### src/rtl/psdf_pkg.sv
// shared types and constants of the per-source duplicate filter
// no dependencies
`default_nettype none

package psdf_pkg;

   localparam int DEF_TABLE_ENTRIES = 16;
   localparam int DEF_KEY_BITS      = 64;
   localparam int SOURCE_KEY_WIDTH  = 64;
   localparam int SEQ_WIDTH         = 32;

   typedef enum logic [1:0] {
      ST_IDLE,
      ST_SCAN,
      ST_DONE
   } psdf_state_type;

   // controller to datapath
   typedef struct packed {
      logic load;        // capture the incoming word, restart the walk
      logic issue_read;  // read the table at the walk index
      logic write_seq;   // overwrite the sequence of the matching entry
      logic append;      // store the new source at the end of the table
      logic finish;      // capture the duplicate verdict
      logic load_rsp;    // move the verdict into the output register
   } psdf_cmd_type;

   // datapath to controller
   typedef struct packed {
      logic scan_more;   // walk index below the used count
      logic key_hit;     // entry read last cycle holds this source
      logic seq_hit;     // last entry read holds this sequence
      logic full;        // every entry is in use
      logic out_free;    // output register can take a new word
   } psdf_status_type;

endpackage

`default_nettype wire

### src/rtl/psdf_ctrl.sv
// controller of the duplicate filter: accept, table walk, result hand-off
// depends on psdf_pkg
`default_nettype none

module psdf_ctrl (
   input  wire logic                      clock,
   input  wire logic                      reset,
   input  wire logic                      req_valid,
   output logic                           req_ready,
   input  wire psdf_pkg::psdf_status_type status,
   output psdf_pkg::psdf_cmd_type         cmd
);

   psdf_pkg::psdf_state_type state_ff;
   psdf_pkg::psdf_state_type state_in;

   always_ff @(posedge clock) begin
      if (reset) begin
         state_ff <= psdf_pkg::ST_IDLE;
      end else begin
         state_ff <= state_in;
      end
   end

   always_comb begin
      state_in = state_ff;
      case (state_ff)
         psdf_pkg::ST_IDLE: begin
            if (req_valid) begin
               state_in = psdf_pkg::ST_SCAN;
            end
         end
         psdf_pkg::ST_SCAN: begin
            if (status.key_hit || !status.scan_more) begin
               state_in = psdf_pkg::ST_DONE;
            end
         end
         psdf_pkg::ST_DONE: begin
            if (status.out_free) begin
               state_in = psdf_pkg::ST_IDLE;
            end
         end
         default: begin
            state_in = psdf_pkg::ST_IDLE;
         end
      endcase
   end

   always_comb begin
      req_ready = 1'b0;
      cmd       = '0;
      case (state_ff)
         psdf_pkg::ST_IDLE: begin
            req_ready = 1'b1;
            cmd.load  = req_valid;
         end
         psdf_pkg::ST_SCAN: begin
            if (status.key_hit) begin
               cmd.finish    = 1'b1;
               cmd.write_seq = !status.seq_hit;
            end else if (!status.scan_more) begin
               // source not in the table
               cmd.finish = 1'b1;
               cmd.append = !status.full;
            end else begin
               cmd.issue_read = 1'b1;
            end
         end
         psdf_pkg::ST_DONE: begin
            cmd.load_rsp = status.out_free;
         end
         default: begin
            req_ready = 1'b0;
         end
      endcase
   end

endmodule

`default_nettype wire

### src/rtl/psdf_dpath.sv
// datapath of the duplicate filter: source table, comparator, output register
// depends on psdf_pkg
`default_nettype none

module psdf_dpath #(
   parameter int TABLE_ENTRIES = psdf_pkg::DEF_TABLE_ENTRIES,
   parameter int KEY_BITS      = psdf_pkg::DEF_KEY_BITS
) (
   input  wire logic                                  clock,
   input  wire logic                                  reset,
   input  wire logic [psdf_pkg::SOURCE_KEY_WIDTH-1:0] req_source_key,
   input  wire logic [psdf_pkg::SEQ_WIDTH-1:0]        req_seq_number,
   input  wire logic                                  rsp_ready,
   output logic                                       rsp_valid,
   output logic                                       rsp_is_duplicate,
   input  wire psdf_pkg::psdf_cmd_type                cmd,
   output psdf_pkg::psdf_status_type                  status
);

   localparam int ADDR_BITS = (TABLE_ENTRIES > 1) ? $clog2(TABLE_ENTRIES) : 1;
   localparam int CNT_BITS  = $clog2(TABLE_ENTRIES + 1);

   // table storage, written at most once per item and read once per walk step
   logic [KEY_BITS-1:0]           key_mem_ff [TABLE_ENTRIES];
   logic [psdf_pkg::SEQ_WIDTH-1:0] seq_mem_ff [TABLE_ENTRIES];

   logic [KEY_BITS-1:0]            key_ff;
   logic [psdf_pkg::SEQ_WIDTH-1:0] seq_ff;
   logic [KEY_BITS-1:0]            rd_key_ff;
   logic [psdf_pkg::SEQ_WIDTH-1:0] rd_seq_ff;
   logic [ADDR_BITS-1:0]           cmp_idx_ff;
   logic [CNT_BITS-1:0]            idx_ff;
   logic [CNT_BITS-1:0]            idx_in;
   logic [CNT_BITS-1:0]            used_ff;
   logic [CNT_BITS-1:0]            used_in;
   logic                           cmp_valid_ff;
   logic                           result_ff;
   logic                           rsp_valid_ff;
   logic                           rsp_valid_in;
   logic                           rsp_dup_ff;
   logic [ADDR_BITS-1:0]           wr_addr;
   logic                           wr_en;

   assign wr_en   = cmd.write_seq || cmd.append;
   assign wr_addr = cmd.append ? used_ff[ADDR_BITS-1:0] : cmp_idx_ff;

   assign status.scan_more = (idx_ff < used_ff);
   assign status.key_hit   = cmp_valid_ff && (rd_key_ff == key_ff);
   assign status.seq_hit   = (rd_seq_ff == seq_ff);
   assign status.full      = (used_ff == CNT_BITS'(TABLE_ENTRIES));
   assign status.out_free  = !rsp_valid_ff || rsp_ready;

   always_comb begin
      idx_in = idx_ff;
      if (cmd.load) begin
         idx_in = '0;
      end else if (cmd.issue_read) begin
         idx_in = idx_ff + CNT_BITS'(1);
      end
   end

   assign used_in = cmd.append ? used_ff + CNT_BITS'(1) : used_ff;

   always_comb begin
      rsp_valid_in = rsp_valid_ff;
      if (cmd.load_rsp) begin
         rsp_valid_in = 1'b1;
      end else if (rsp_ready) begin
         rsp_valid_in = 1'b0;
      end
   end

   always_ff @(posedge clock) begin
      if (reset) begin
         idx_ff       <= '0;
         used_ff      <= '0;
         cmp_valid_ff <= 1'b0;
         rsp_valid_ff <= 1'b0;
      end else begin
         idx_ff       <= idx_in;
         used_ff      <= used_in;
         cmp_valid_ff <= cmd.issue_read;
         rsp_valid_ff <= rsp_valid_in;
      end
   end

   always_ff @(posedge clock) begin
      if (cmd.load) begin
         key_ff <= req_source_key[KEY_BITS-1:0];
         seq_ff <= req_seq_number;
      end
      if (cmd.issue_read) begin
         cmp_idx_ff <= idx_ff[ADDR_BITS-1:0];
      end
      if (cmd.finish) begin
         result_ff <= status.key_hit && status.seq_hit;
      end
      if (cmd.load_rsp) begin
         rsp_dup_ff <= result_ff;
      end
   end

   always_ff @(posedge clock) begin
      if (cmd.issue_read) begin
         rd_key_ff <= key_mem_ff[idx_ff[ADDR_BITS-1:0]];
         rd_seq_ff <= seq_mem_ff[idx_ff[ADDR_BITS-1:0]];
      end
   end

   always_ff @(posedge clock) begin
      if (wr_en) begin
         seq_mem_ff[wr_addr] <= seq_ff;
      end
      if (cmd.append) begin
         key_mem_ff[wr_addr] <= key_ff;
      end
   end

   assign rsp_valid        = rsp_valid_ff;
   assign rsp_is_duplicate = rsp_dup_ff;

endmodule

`default_nettype wire

### src/rtl/per_source_duplicate_filter_core.sv
// top level of the per-source duplicate sequence filter
// depends on psdf_pkg, psdf_ctrl and psdf_dpath
//
//   channel  ports                                    direction
//   req      req_valid req_ready req_source_key        in  (source key, sequence)
//            req_seq_number
//   rsp      rsp_valid rsp_ready rsp_is_duplicate      out (one word per req word)
//
// a word is taken only in the idle state; the walk then reads one table entry
// per cycle through the registered memory port and compares it the cycle after
// after acceptance an item walks the used entries, at most TABLE_ENTRIES of them, and
// when rsp is not stalled the next word can be accepted once its verdict is handed off
// a hit at entry j ends the walk early, without reading the entries after it
// reset clears the used count and all control; table contents need no clearing
// a stalled rsp holds in the output register while the next req word is taken
`default_nettype none

module per_source_duplicate_filter_core #(
   parameter int TABLE_ENTRIES = psdf_pkg::DEF_TABLE_ENTRIES,
   parameter int KEY_BITS      = psdf_pkg::DEF_KEY_BITS
) (
   input  wire logic                                  clock,
   input  wire logic                                  reset,
   input  wire logic                                  req_valid,
   output logic                                       req_ready,
   input  wire logic [psdf_pkg::SOURCE_KEY_WIDTH-1:0] req_source_key,
   input  wire logic [psdf_pkg::SEQ_WIDTH-1:0]        req_seq_number,
   output logic                                       rsp_valid,
   input  wire logic                                  rsp_ready,
   output logic                                       rsp_is_duplicate
);

   // command and status between the controller and the datapath
   psdf_pkg::psdf_cmd_type    cmd;
   psdf_pkg::psdf_status_type status;

   // state machine: idle, table walk, result hand-off
   psdf_ctrl u_ctrl (
      .clock     (clock),
      .reset     (reset),
      .req_valid (req_valid),
      .req_ready (req_ready),
      .status    (status),
      .cmd       (cmd)
   );

   // table memory, used count, walk index, comparator and output register
   psdf_dpath #(
      .TABLE_ENTRIES (TABLE_ENTRIES),
      .KEY_BITS      (KEY_BITS)
   ) u_dpath (
      .clock            (clock),
      .reset            (reset),
      .req_source_key   (req_source_key),
      .req_seq_number   (req_seq_number),
      .rsp_ready        (rsp_ready),
      .rsp_valid        (rsp_valid),
      .rsp_is_duplicate (rsp_is_duplicate),
      .cmd              (cmd),
      .status           (status)
   );

endmodule

`default_nettype wire

### config.mk
export PLATFORM = sky130hd
export DESIGN_NAME = per_source_duplicate_filter_core
export DESIGN_NICKNAME = d
export VERILOG_FILES = /design/src/rtl/psdf_pkg.sv /design/src/rtl/psdf_ctrl.sv /design/src/rtl/psdf_dpath.sv /design/src/rtl/per_source_duplicate_filter_core.sv
export SDC_FILE = /design/constraint.sdc
export NUM_CORES = 2
export LEC_CHECK = 0
export CAP_MARGIN = 20
export CORE_MARGIN = 4
export CORE_UTILIZATION = 55
export CTS_CLUSTER_DIAMETER = 30
export DETAILED_ROUTE_END_ITERATION = 8
export DONT_BUFFER_PORTS = 1
export PLACE_DENSITY = 0.72
export SETUP_SLACK_MARGIN = 0.02
export SYNTH_ARGS = -nofsm -noshare
export SYNTH_HDL_FRONTEND = slang
export SYNTH_SLANG_ARGS = --single-unit
export TNS_END_PERCENT = 1
### constraint.sdc
create_clock -name clock -period 7.7 [get_ports clock]
set_input_delay 1.54 -clock clock [delete_from_list [all_inputs] [get_ports clock]]
set_output_delay 1.54 -clock clock [all_outputs]
set_load 0.005 [all_outputs]
==> summary.txt <==
Logic synthesis
  – Synth area leader: edfxtp_1
  – EDFF count, synth: around 1700
  – Share of flip-flops with an asynchronous set or reset: 0%
  – Synth cell types: 43
  – Cells after synthesis: 2671
  – Area of the mapped netlist: 65800 µm²
  – Per-instance average area after synthesis: 24.6 µm²
  – Sequential-to-total area share from yosys stat: 79.5%
  – Post-synthesis sequential element count: 1748
  – Main area contributors after synthesis: edfxtp_1 79%, mux4_2 16%, xor2_1 0.76%, clkbuf_1 0.43%, dfxtp_1 0.43%
  – Yosys warns: 0
  – Post-Syn Nets: approximately 2800
  – Yosys top cell area share: 79.1%
  – Ys flop type: edfxtp_1

Setup path
  – Kind of critical path: reg -> reg
  – Max stage delay on crit path: 1.09 ns
  – CP top delay family: compound AO/OA/AOI/OAI gates
  – Setup crit end kind: flop
  – Startpoint Class: flop
  – Bufs and invs on worst path: 1
  – Cells along the critical path: ha_1 -> a211oi_1 -> o31ai_2 -> nand2_1 -> nor2_1 -> nand4_1 -> a21oi_4 -> buf_4
  – Slowest cell on the critical path: a21oi_4
  – Critical Path RT: 8.18 ns
  – Critical path peak fanout: 28
  – Crit path DAT: 5.83 ns

Timing
  – Slew Limit Fails: 0
  – Setup TNS Final: 0 ns
  – Setup Viol. Count Final: 0
  – Relative slew slack: 24.7%
  – Worst Skew: just under 0.08 ns
  – Crit share post-route: 69.6%
  – Worst Tran Pin Value: 1.13 ns
  – Final hold violation count: 0
  – Final min period: between 5 and 6 ns
  – RSZ-0062 raised after global routing: no
  – Fmax achieved: 187 MHz

Clock network
  – Post-CTS Setup Repair Bufs: 0
  – CTS clk-pin slew, worst paths: roughly 0.050 ns
  – Clk buf depth: 4
  – H-tree depth: 5
  – Inserted Clock Buffers: 337
  – Post-cts repair resize count: 0
  – Worst skew pair latency: 0.91 ns
  – CTS tree: done
  – Hold buffer count at CTS: 0
  – Clock sinks: 1748
  – Root Buffer: clkbuf_16

GRT
  – All-Layer GR Usage: 26.3%
  – Number of antenna violations at the first check in global routing: 22
  – M1 GR Usage: 34.2%
  – Global-route wire length before repair: 238000 µm
  – Pin count of the biggest net entering global routing: approximately 160
  – GR Util met3: 6.10%
  – Grt met2 use: a little over two fifths
  – Total global routing overflow: 0
  – GRT busiest layer: met2
  – Vias in the first global route: 33600

Layout
  – Share of layout cells above drive strength 1: 35.7%
  – Area delta synth->final: 21.1%
  – Fillers: 6855
  – Commonest cells after routing, fill and taps aside: 1734 x edfxtp_1, 480 x mux4_2, 341 x clkbuf_16, 65 x buf_4, 57 x xor2_1
  – Commonest non-fill, non-tap cell in the layout: edfxtp_1
  – Nets: 3073

Run
  – Max-Cap Viols: 0

Die
  – Cell Rows: 126
  – Die area: 125000 µm²
  – Die H: 354 µm
  – DIE WIDTH: 354 µm
  – CORE AREA: between 100000 and 150000 µm²
  – I/O Pins: 103
  – Effective utilization at floorplan: 55.6%

Route
  – Avg WL per Cell: 33.9 µm
  – Vias per cell: 6.55
  – First-pass DRT Iterations: 6
  – WL final: around 160000 µm
  – DRC Markers: 0
  – Final ANT Viol Nets: 0
  – DR iter-0 viols: 3941
  – Via count: 31700

Power and ir drop
  – Pwr Total: 25.7 mW
  – Power Density: 323 nW/µm²
  – VDD IR-drop max: 0.232 mV
  – Leakage Power: 24.7 nW

Place
  – Final GP Congestion: 0.861
  – Port bufs: 0
  – DPL Wire Length: around 80000 µm

Run status
  – Status: completed

Min path
  – Hold crit path type: reg -> reg
-- metrics by stage --
step	cell area, µm²	setup slack [ns]	cells	hold slack (ns)	utilization (%)
global placement	68300	2.51	4223	0.404	57.7
global route	79700	2.13	4836	0.419	67.3
CTS	79600	2.19	4826	0.414	67.2
detailed placement	68300	2.24	4224	0.407	57.7
floorplan	65800	0.529	2671	0.400	-
finish	79700	2.34	4845	0.414	67.3
-- synthesized netlist by cell type, types with 2 or more instances --
cell type,instances
mux2i_1,4
nor4b_1,4
xor2_1,57
nor2b_1,4
nor4_1,27
xnor2_1,27
nor2_1,11
edfxtp_1,1734
clkbuf_1,75
buf_1,19
mux4_2,480
nor3_1,9
o31ai_1,2
buf_2,20
o21ai_1,4
or4_1,3
nand4_1,22
o31a_1,2
dfxtp_1,14
inv_1,14
a21oi_1,36
or2_2,2
o2111ai_1,3
a21boi_0,2
nand2_1,18
nand2b_1,30
and3_1,4
ha_1,7
nand3_1,14
or3_1,4
o21ai_0,5
nand3b_1,2
o211ai_1,2
-- area by class of cell --
cell class | instances | area, µm² | area share [%]
flip-flops and latches | 1748 | 52400 | 65.7
multi-input cells | 795 | 13300 | 16.7
clock buffers | 368 | 8660 | 10.9
clock inverters | 234 | 2640 | 3.31
well taps | 1600 | 2000 | 2.51
repair buffers | 70 | 618 | 0.775
inverters | 14 | 62.6 | 0.0785
diodes | 16 | 40.0 | 0.0502
-- logic make-up after synthesis --
logic type | count (synthesis) | synth area share (%)
compound gates | 62 | 0.555
mux | 485 | 16.5
fa+ha+maj | 7 | 0.133
flops | 1748 | 79.5
simple gates | 157 | 1.38
buf+inv | 128 | 0.768
xor+xnor | 84 | 1.12
-- power breakdown --
| group | total (mW) | internal (mW) | switching, mW |
|---|---|---|---|
| logic | 0.337 | 0.121 | 0.216 |
| clock network | 14.6 | 9.54 | 5.02 |
| registers | 10.8 | 10.6 | 0.205 |
-- sequential cells by signal, summed over array words and instances (netlist names), 4 cells and up --
name,cells
u_dpath.idx_ff,5
u_dpath.rd_seq_ff,32
u_dpath.key_mem_ff,1024
u_dpath.key_ff,64
u_dpath.seq_mem_ff,512
u_dpath.used_ff,5
u_dpath.cmp_idx_ff,4
u_dpath.rd_key_ff,64
u_dpath.seq_ff,32
-- final timing paths --
path,slack [ns],from,to,cells past startpoint
min,0.41,u_dpath.result_ff$_DFFE_PP_,u_dpath.rsp_is_duplicate$_DFFE_PP_,0
max reg2reg,2.34,u_dpath.idx_ff[2]$_SDFFE_PP0P_,u_dpath.key_mem_ff[5][15]$_DFFE_PP_,8
max,2.34,u_dpath.idx_ff[2]$_SDFFE_PP0P_,u_dpath.key_mem_ff[5][15]$_DFFE_PP_,8
min reg2reg,0.41,u_dpath.result_ff$_DFFE_PP_,u_dpath.rsp_is_duplicate$_DFFE_PP_,0
-- per-layer routing --
metal  share of wire (%)  vias to the layer above
li1                    -                    12300
met1                  36                    16900
met2                  52                     2130
met3                 9.0                      431
met4                 3.7                       12
met5               0.049                        -
No activity file was read; power rests on OpenSTA's default activity.
